--- src/rtl/core/cfr_pkg.sv ---
// ----------------------------------------------------------------------------
// cfr_pkg
// Shared widths, register indexes and inter-module types of the frame receiver.
// ----------------------------------------------------------------------------
package cfr_pkg;

  localparam int MAX_PAYLOAD = 64;
  localparam int IDX_W       = $clog2(MAX_PAYLOAD);
  localparam int LEN_W       = $clog2(MAX_PAYLOAD + 1);
  localparam int BYTE_W      = 8;
  localparam int RAM_DEPTH   = 2 * MAX_PAYLOAD;
  localparam int RAM_AW      = $clog2(RAM_DEPTH);
  localparam int OUT_BITS    = BYTE_W + IDX_W + LEN_W;
  localparam int TDATA_W     = ((OUT_BITS + 7) / 8) * 8;
  localparam int CFG_AW      = 2;
  localparam int CFG_DW      = 8;

  localparam logic [CFG_AW-1:0] REG_SYNC_FIRST  = 2'd0;
  localparam logic [CFG_AW-1:0] REG_SYNC_SECOND = 2'd1;
  localparam logic [CFG_AW-1:0] REG_MAX_LENGTH  = 2'd2;

  typedef struct packed {
    logic [LEN_W-1:0] len;
  } desc_t;

  typedef struct packed {
    logic              en;
    logic [RAM_AW-1:0] addr;
    logic [BYTE_W-1:0] data;
  } wr_t;

  typedef struct packed {
    logic [BYTE_W-1:0] sync_first;
    logic [BYTE_W-1:0] sync_second;
    logic [LEN_W-1:0]  max_length;
  } cfg_t;

endpackage

--- src/rtl/core/cfr_ram.sv ---
// ----------------------------------------------------------------------------
// cfr_ram
// Generic simple dual-port RAM, one write port, one registered read port.
// ----------------------------------------------------------------------------
module cfr_ram #(
  parameter int WIDTH = 8,
  parameter int DEPTH = 128
) (
  input  logic                     clk,
  input  logic                     we,
  input  logic [$clog2(DEPTH)-1:0] waddr,
  input  logic [WIDTH-1:0]         wdata,
  input  logic                     re,
  input  logic [$clog2(DEPTH)-1:0] raddr,
  output logic [WIDTH-1:0]         rdata
);

  logic [WIDTH-1:0] mem [DEPTH];

  always_ff @(posedge clk) begin
    if (we) begin
      mem[waddr] <= wdata;
    end
    if (re) begin
      rdata <= mem[raddr];
    end
  end

endmodule

--- src/rtl/core/cfr_parser.sv ---
// ----------------------------------------------------------------------------
// cfr_parser
// Front end: sync hunt, length check, payload store, Fletcher-style check.
// ----------------------------------------------------------------------------
module cfr_parser (
  input  logic                          clk,
  input  logic                          rst,
  input  cfr_pkg::cfg_t                 cfg,
  input  logic                          s_tvalid,
  output logic                          s_tready,
  input  logic [cfr_pkg::BYTE_W-1:0]    s_tdata,
  input  logic                          q_full,
  output logic                          push,
  output cfr_pkg::desc_t                push_desc,
  output cfr_pkg::wr_t                  wr
);

  typedef enum logic [2:0] {
    HUNT1, HUNT2, LENGTH, PAYLOAD, CHECK1, CHECK2
  } phase_t;

  phase_t                        phase;
  logic [cfr_pkg::LEN_W-1:0]     expected;
  logic [cfr_pkg::LEN_W-1:0]     count;
  logic [cfr_pkg::BYTE_W-1:0]    sum_a;
  logic [cfr_pkg::BYTE_W-1:0]    sum_b;
  logic                          bank;

  logic                          take;
  logic [cfr_pkg::BYTE_W-1:0]    b;
  logic [cfr_pkg::LEN_W-1:0]     count_next;
  logic [cfr_pkg::BYTE_W-1:0]    sum_a_next;
  logic                          bad_len;

  assign s_tready   = !q_full;
  assign take       = s_tvalid && s_tready;
  assign b          = s_tdata;
  assign count_next = count + cfr_pkg::LEN_W'(1);
  assign sum_a_next = sum_a + b;
  assign bad_len    = (b == '0) || (b > {1'b0, cfg.max_length})
                   || (b > cfr_pkg::BYTE_W'(cfr_pkg::MAX_PAYLOAD));

  assign wr.en   = take && (phase == PAYLOAD);
  assign wr.addr = {bank, count[cfr_pkg::IDX_W-1:0]};
  assign wr.data = b;

  assign push          = take && (phase == CHECK2) && (b == sum_b);
  assign push_desc.len = expected;

  always_ff @(posedge clk) begin
    if (rst) begin
      phase    <= HUNT1;
      expected <= '0;
      count    <= '0;
      sum_a    <= '0;
      sum_b    <= '0;
      bank     <= 1'b0;
    end else if (take) begin
      unique case (phase)
        HUNT2: begin
          phase <= (b == cfg.sync_second) ? LENGTH : HUNT1;
        end
        LENGTH: begin
          if (bad_len) begin
            phase <= HUNT1;
          end else begin
            expected <= b[cfr_pkg::LEN_W-1:0];
            count    <= '0;
            sum_a    <= b;
            sum_b    <= b;
            phase    <= PAYLOAD;
          end
        end
        PAYLOAD: begin
          count <= count_next;
          sum_a <= sum_a_next;
          sum_b <= sum_b + sum_a_next;
          if (count_next >= expected) begin
            phase <= CHECK1;
          end
        end
        CHECK1: begin
          phase <= (b == sum_a) ? CHECK2 : HUNT1;
        end
        CHECK2: begin
          phase <= HUNT1;
          if (b == sum_b) begin
            bank <= ~bank;
          end
        end
        default: begin
          phase <= (b == cfg.sync_first) ? HUNT2 : HUNT1;
        end
      endcase
    end
  end

endmodule

--- src/rtl/core/cfr_queue.sv ---
// ----------------------------------------------------------------------------
// cfr_queue
// Two-entry descriptor queue; one entry per filled payload bank.
// ----------------------------------------------------------------------------
module cfr_queue (
  input  logic           clk,
  input  logic           rst,
  input  logic           push,
  input  cfr_pkg::desc_t push_desc,
  input  logic           pop,
  output cfr_pkg::desc_t head,
  output logic           empty,
  output logic           full
);

  cfr_pkg::desc_t slots [2];
  logic           wptr;
  logic           rptr;
  logic [1:0]     count;

  assign head  = slots[rptr];
  assign empty = (count == 2'd0);
  assign full  = (count == 2'd2);

  always_ff @(posedge clk) begin
    if (push) begin
      slots[wptr] <= push_desc;
    end
    if (rst) begin
      wptr  <= 1'b0;
      rptr  <= 1'b0;
      count <= 2'd0;
    end else begin
      if (push) begin
        wptr <= ~wptr;
      end
      if (pop) begin
        rptr <= ~rptr;
      end
      count <= count + {1'b0, push} - {1'b0, pop};
    end
  end

  a_no_overflow: assert property (@(posedge clk) disable iff (rst) push |-> !full)
    else $error("descriptor pushed into full queue");
  a_no_underflow: assert property (@(posedge clk) disable iff (rst) pop |-> !empty)
    else $error("descriptor popped from empty queue");
  a_count_range: assert property (@(posedge clk) disable iff (rst)
    (count == 2'd0) || (count == 2'd1) || (count == 2'd2))
    else $error("queue count out of range");

endmodule

--- src/rtl/core/cfr_drain.sv ---
// ----------------------------------------------------------------------------
// cfr_drain
// Back end: reads a stored payload bank and streams it out byte by byte.
// ----------------------------------------------------------------------------
module cfr_drain (
  input  logic                              clk,
  input  logic                              rst,
  input  logic                              q_empty,
  input  cfr_pkg::desc_t                    head,
  output logic                              pop,
  output logic                              rd_en,
  output logic [cfr_pkg::RAM_AW-1:0]        rd_addr,
  input  logic [cfr_pkg::BYTE_W-1:0]        rd_data,
  output logic                              m_tvalid,
  input  logic                              m_tready,
  output logic [cfr_pkg::TDATA_W-1:0]       m_tdata,
  output logic                              m_tlast
);

  logic                          rbank;
  logic [cfr_pkg::IDX_W-1:0]     idx;
  logic [cfr_pkg::IDX_W-1:0]     out_idx;
  logic [cfr_pkg::LEN_W-1:0]     out_len;

  logic                          advance;
  logic                          issue;
  logic                          at_last;

  assign advance = !m_tvalid || m_tready;
  assign issue   = advance && !q_empty;
  assign at_last = ({1'b0, idx} == (head.len - cfr_pkg::LEN_W'(1)));
  assign pop     = issue && at_last;
  assign rd_en   = issue;
  assign rd_addr = {rbank, idx};
  assign m_tdata = {{(cfr_pkg::TDATA_W - cfr_pkg::OUT_BITS){1'b0}}, out_len, out_idx, rd_data};

  always_ff @(posedge clk) begin
    if (rst) begin
      m_tvalid <= 1'b0;
      m_tlast  <= 1'b0;
      idx      <= '0;
      rbank    <= 1'b0;
    end else if (advance) begin
      m_tvalid <= issue;
      if (issue) begin
        out_idx <= idx;
        out_len <= head.len;
        m_tlast <= at_last;
        if (at_last) begin
          idx   <= '0;
          rbank <= ~rbank;
        end else begin
          idx <= idx + cfr_pkg::IDX_W'(1);
        end
      end
    end
  end

endmodule

--- src/rtl/core/checksummed_frame_receiver_core.sv ---
// ----------------------------------------------------------------------------
// checksummed_frame_receiver_core
// Framed byte-stream receiver with additive checksum and payload replay.
//
//   port group   dir  contents
//   s_*          in   received byte, tdata[7:0] = rx_byte
//   m_*          out  payload byte, tdata[7:0] data_byte, [13:8] byte_index,
//                     [20:14] frame_length; tlast = last
//   cfg_*        in   register write, 0 sync_first, 1 sync_second, 2 max_length
//
// One received byte per cycle while s_tready; one payload byte per cycle
// out while m_tready. A good frame is queued on its second check byte.
// Payload banks: two; s_tready drops while both hold frames awaiting drain.
// Reset is synchronous and clears parser, queue and output valid.
// ----------------------------------------------------------------------------
module checksummed_frame_receiver_core (
  input  logic                            clk,
  input  logic                            rst,
  input  logic                            s_tvalid,
  output logic                            s_tready,
  input  logic [7:0]                      s_tdata,  // rx_byte
  output logic                            m_tvalid,
  input  logic                            m_tready,
  output logic [cfr_pkg::TDATA_W-1:0]     m_tdata,  // data_byte, byte_index, frame_length
  output logic                            m_tlast,
  input  logic                            cfg_we,
  input  logic [cfr_pkg::CFG_AW-1:0]      cfg_addr,
  input  logic [cfr_pkg::CFG_DW-1:0]      cfg_data
);

  cfr_pkg::cfg_t                  cfg;
  cfr_pkg::wr_t                   wr;
  cfr_pkg::desc_t                 push_desc;
  cfr_pkg::desc_t                 head;
  logic                           push;
  logic                           pop;
  logic                           q_empty;
  logic                           q_full;
  logic                           rd_en;
  logic [cfr_pkg::RAM_AW-1:0]     rd_addr;
  logic [cfr_pkg::BYTE_W-1:0]     rd_data;

  always_ff @(posedge clk) begin
    if (rst) begin
      cfg.sync_first  <= '0;
      cfg.sync_second <= '0;
      cfg.max_length  <= cfr_pkg::LEN_W'(cfr_pkg::MAX_PAYLOAD);
    end else if (cfg_we) begin
      unique case (cfg_addr)
        cfr_pkg::REG_SYNC_FIRST:  cfg.sync_first  <= cfg_data;
        cfr_pkg::REG_SYNC_SECOND: cfg.sync_second <= cfg_data;
        cfr_pkg::REG_MAX_LENGTH:  cfg.max_length  <= cfg_data[cfr_pkg::LEN_W-1:0];
        default: ;
      endcase
    end
  end

  cfr_parser u_parser (
    .clk       (clk),
    .rst       (rst),
    .cfg       (cfg),
    .s_tvalid  (s_tvalid),
    .s_tready  (s_tready),
    .s_tdata   (s_tdata),
    .q_full    (q_full),
    .push      (push),
    .push_desc (push_desc),
    .wr        (wr)
  );

  cfr_ram #(
    .WIDTH (cfr_pkg::BYTE_W),
    .DEPTH (cfr_pkg::RAM_DEPTH)
  ) u_ram (
    .clk   (clk),
    .we    (wr.en),
    .waddr (wr.addr),
    .wdata (wr.data),
    .re    (rd_en),
    .raddr (rd_addr),
    .rdata (rd_data)
  );

  cfr_queue u_queue (
    .clk       (clk),
    .rst       (rst),
    .push      (push),
    .push_desc (push_desc),
    .pop       (pop),
    .head      (head),
    .empty     (q_empty),
    .full      (q_full)
  );

  cfr_drain u_drain (
    .clk      (clk),
    .rst      (rst),
    .q_empty  (q_empty),
    .head     (head),
    .pop      (pop),
    .rd_en    (rd_en),
    .rd_addr  (rd_addr),
    .rd_data  (rd_data),
    .m_tvalid (m_tvalid),
    .m_tready (m_tready),
    .m_tdata  (m_tdata),
    .m_tlast  (m_tlast)
  );

endmodule
--- config.mk ---
export PLATFORM = sky130hd
export DESIGN_NAME = checksummed_frame_receiver_core
export DESIGN_NICKNAME = d
export VERILOG_FILES = /design/src/rtl/core/cfr_pkg.sv /design/src/rtl/core/cfr_ram.sv /design/src/rtl/core/cfr_parser.sv /design/src/rtl/core/cfr_queue.sv /design/src/rtl/core/cfr_drain.sv /design/src/rtl/core/checksummed_frame_receiver_core.sv
export SDC_FILE = /design/constraint.sdc
export NUM_CORES = 1
export LEC_CHECK = 0
export BUFFER_PORTS_ARGS = -buffer_cell sky130_fd_sc_hd__buf_2
export CAP_MARGIN = 20
export CORE_AREA = 10 10 360 536
export CTS_CLUSTER_DIAMETER = 100
export CTS_CLUSTER_SIZE = 8
export DETAILED_ROUTE_END_ITERATION = 7
export DIE_AREA = 0 0 370 546
export GPL_ROUTABILITY_DRIVEN = 0
export SYNTH_ARGS = -nofsm -noshare
export SYNTH_HDL_FRONTEND = slang
export SYNTH_HIERARCHICAL = 1
export SYNTH_SLANG_ARGS = --single-unit
--- constraint.sdc ---
create_clock -name clk -period 5.9 [get_ports clk]
set_input_delay 1.18 -clock clk [delete_from_list [all_inputs] [get_ports clk]]
set_output_delay 1.18 -clock clk [all_outputs]
set_load 0.1 [all_outputs]
==> results.sh <==
export IMPL_start_kind="flop"
export IMPL_dp_slack_ps=1299
export IMPL_drc=0
export IMPL_cts_made_buffers=167
export IMPL_reg2reg_to="u_ram/rdata[5]"
export IMPL_rsz0062_at_grt="no"
export IMPL_fin_setup_tns_ps=0
export IMPL_worstHoldStart="u_parser/count[6]"
export IMPL_relSlewSlack_pct=32.73
export IMPL_num_io_pins=50
export IMPL_p_leak_nw=15.85
export IMPL_critPathCaptureType="flop"
export IMPL_cts_root_buf="clkbuf_16"
export IMPL_hold_violations=0
export IMPL_grt_pass1_wl_mm=160.4
export IMPL_fin_skew_ps=84.79
export IMPL_crit_type="flop to flop"
export IMPL_grt_max_degree=86
export IMPL_fillers=17960
export IMPL_final_area_um2=52950
export IMPL_wl_mm=108.4
export IMPL_drive_gt1_share_pct=27.25
export IMPL_grt_pass1_vias=23070
export IMPL_insertion_delay_ps=790
export IMPL_setup_ws_ps=2113
export IMPL_hold_end="u_parser/count[6]"
export IMPL_tritoncts="built"
export IMPL_grtUsageTotal_pct=10.52
export IMPL_path_max_fanout=67
export IMPL_route_vias_total=21590
export IMPL_startpoint="u_drain/idx[0]"
export IMPL_maxCapViolCount=0
export IMPL_first_pass_iters=5
export IMPL_synth_edf_count=1059
export IMPL_p_per_area_nw_per_um2=327.6
export IMPL_post_drt_wl_per_cell_um=22.55
export IMPL_min_period_ps=3787
export IMPL_gr_total_overflow=0
export IMPL_cp_data_required_time_ps=6390
export IMPL_nNetsFinal=2400
export IMPL_drtAntennaViolNets=0
export IMPL_clock_sinks=1130
export IMPL_syn_inst=2220
export IMPL_tightest_slew_ps=1005
export IMPL_max_freq_mhz=264.1
export IMPL_final_cell_count_no_fill=4809
export IMPL_yosysUniqueCellTypes=70
export IMPL_worstHoldPathCells=2
export IMPL_dieWidth_um=370
export IMPL_cts_setup_buffers=0
export IMPL_port_buffers=46
export IMPL_status="finished clean"
export IMPL_yosys_warnings=6
export IMPL_post_place_cells=4608
export IMPL_ys_seq_area_share_pct=73.12
export IMPL_ir_drop_uv=195.5
export IMPL_finalCritPeriodShare_pct=64.18
export IMPL_core_um2=183500
export IMPL_r2r_start="u_drain/idx[0]"
export IMPL_htreeDepth=4
export IMPL_dieHeight_um=546
export IMPL_antenna_found_initial=5
export IMPL_start_util_pct=24.76
export IMPL_place_hpwl_mm=68.23
export IMPL_ys_seq_elements=1130
export IMPL_reg2reg_depth=5
export IMPL_rrSetupSlack_ps=2110
export IMPL_rows=193
export IMPL_synthesis_area_um2=45430
export IMPL_setup_viol=0
export IMPL_slew_violations=0
export IMPL_die_area_um2=202000
export IMPL_fin_util_pct=28.85
export IMPL_cts_resized=0
export IMPL_min_path_type="flop to flop"
export IMPL_ys_flop_type="edfxtp_1"
export IMPL_synthArstFlopShare_pct=0
export IMPL_viasPerCell=4.490
export IMPL_cp_arrival_ps=4270
export IMPL_synth_area_per_cell_um2=20.47
export IMPL_area_growth_pct=16.54
export IMPL_clock_path_buffers=4
export IMPL_dpl_cell_area_um2=48490
export IMPL_drtIter0Drc=1843
export IMPL_cts_hold_buf=0
export IMPL_clk_pin_slew_ps=60
==> critical path: stages (launching register included) <==
cell and delay [ps]:
dfxtp_4 780, buf_12 530, mux4_2 650, mux4_2 580
mux4_2 550, mux2_2 340
==> cell usage after synthesis (3+ instances only) <==
cell type	n	area share [%]
buf_2	21	0.23
xnor2_1	33	0.64
buf_6	6	0.15
mux2_2	15	0.37
o21ai_0	7	0.077
a211oi_1	7	0.12
dfxtp_1	71	3.1
o211ai_1	5	0.083
clkbuf_1	59	0.49
or4_1	3	0.050
o21bai_1	3	0.050
a21o_1	7	0.12
xor2_1	22	0.42
nand2_1	43	0.36
buf_1	19	0.16
mux2i_1	32	0.71
nand3b_1	4	0.066
nor4_1	4	0.055
nor2b_1	14	0.19
a311oi_1	7	0.13
or3_1	6	0.083
nor2_1	172	1.4
nand2b_1	34	0.47
inv_1	26	0.21
ha_1	34	0.94
buf_4	39	0.64
edfxtp_1	1059	70
nor3_1	27	0.30
mux4_2	336	17
nand3_1	22	0.24
nand4_1	12	0.17
a21oi_1	23	0.25
==> registers in the layout (all words and copies together), names as in the netlist, 2 cells and up, named ones only <==
register,cells
cfg,23
u_drain/idx,6
u_drain/out_idx,6
u_drain/out_len,7
u_parser/count,7
u_parser/phase,3
u_parser/push_desc,7
u_parser/sum_a,8
u_parser/sum_b,8
u_queue/count,2
u_queue/slots,14
u_ram/mem,1024
u_ram/rdata,8
==> cell type report <==
cell class / count / area, um^2 / area share (%)
Sequential cell: 1130 / 33240 / 62.77
Multi-Input combinational cell: 922 / 11370 / 21.48
Clock buffer: 195 / 4390 / 8.292
Tap cell: 2437 / 3049 / 5.759
Timing Repair Buffer: 94 / 755.7 / 1.427
Inverter: 26 / 97.59 / 0.1843
Clock inverter: 4 / 42.54 / 0.08034
Antenna cell: 1 / 2.502 / 0.004726
==> cells in the final DEF (no fill, tap or decap), drive strengths merged, types with 12 or more instances in the layout <==
cell,count
inv,28
buf,94
nand3,23
nor3,28
edfxtp,1059
mux4,336
nand4,12
dfxtp,71
mux2,15
xnor2,33
ha,34
xor2,22
nand2b,34
nor2b,14
a21oi,24
nand2,43
nor2,173
clkbuf,195
mux2i,32
==> power by group <==
| group | total [mW] | leakage (nW) | switching, mW | internal [mW] |
|---|---|---|---|---|
| clock | 8.30 | 2.17 | 3.17 | 5.13 |
| sequential | 8.79 | 10.1 | 0.00707 | 8.78 |
| combinational | 0.255 | 3.58 | 0.200 | 0.0543 |
| total | 17.3 | 15.8 | 3.38 | 14.0 |
==> stage by stage <==
step           hold WS, ps  total power [mW]
4_1_cts              468.6             17.53
2_1_floorplan        443.6             9.086
6_report             466.8             17.35
3_5_place_dp         460.5             9.197
3_3_place_gp         449.8             9.189
5_1_grt              498.7             17.84
==> layer usage <==
| metal | routed length, um | share of wire (%) | up-vias | global-route usage, % |
|---|---|---|---|---|
| met2 | 59940 | 55 | 618 | 19.72 |
| met5 | 0 | 0 | - | 0 |
| met1 | 40370 | 37 | 11560 | 11.86 |
| li1 | - | - | 9228 | - |
| met3 | 4322 | 4.0 | 190 | 1.522 |
| met4 | 3801 | 3.5 | 0 | 4.011 |
==> cell families after synthesis <==
family | synth area share (%)
flops | 73.12
other cells | 0.008254
fa+ha+maj | 1.024
compound gates | 1.360
simple gates | 3.759
mux | 17.73
buf+inv | 1.884
xor+xnor | 1.110
==> worst max-delay path by stage <==
stage	endpoint	slack, ps	depth (start not counted)
2_1_floorplan	u_parser/sum_b[7]	2220	12
3_3_place_gp	u_parser/sum_b[7]	1260	13
3_5_place_dp	u_parser/sum_b[7]	1300	13
4_1_cts	u_ram/rdata[5]	2030	5
5_1_grt	u_parser/sum_b[7]	1890	13
6_report	u_ram/rdata[5]	2110	5
Power figures use the tool's default switching activity.
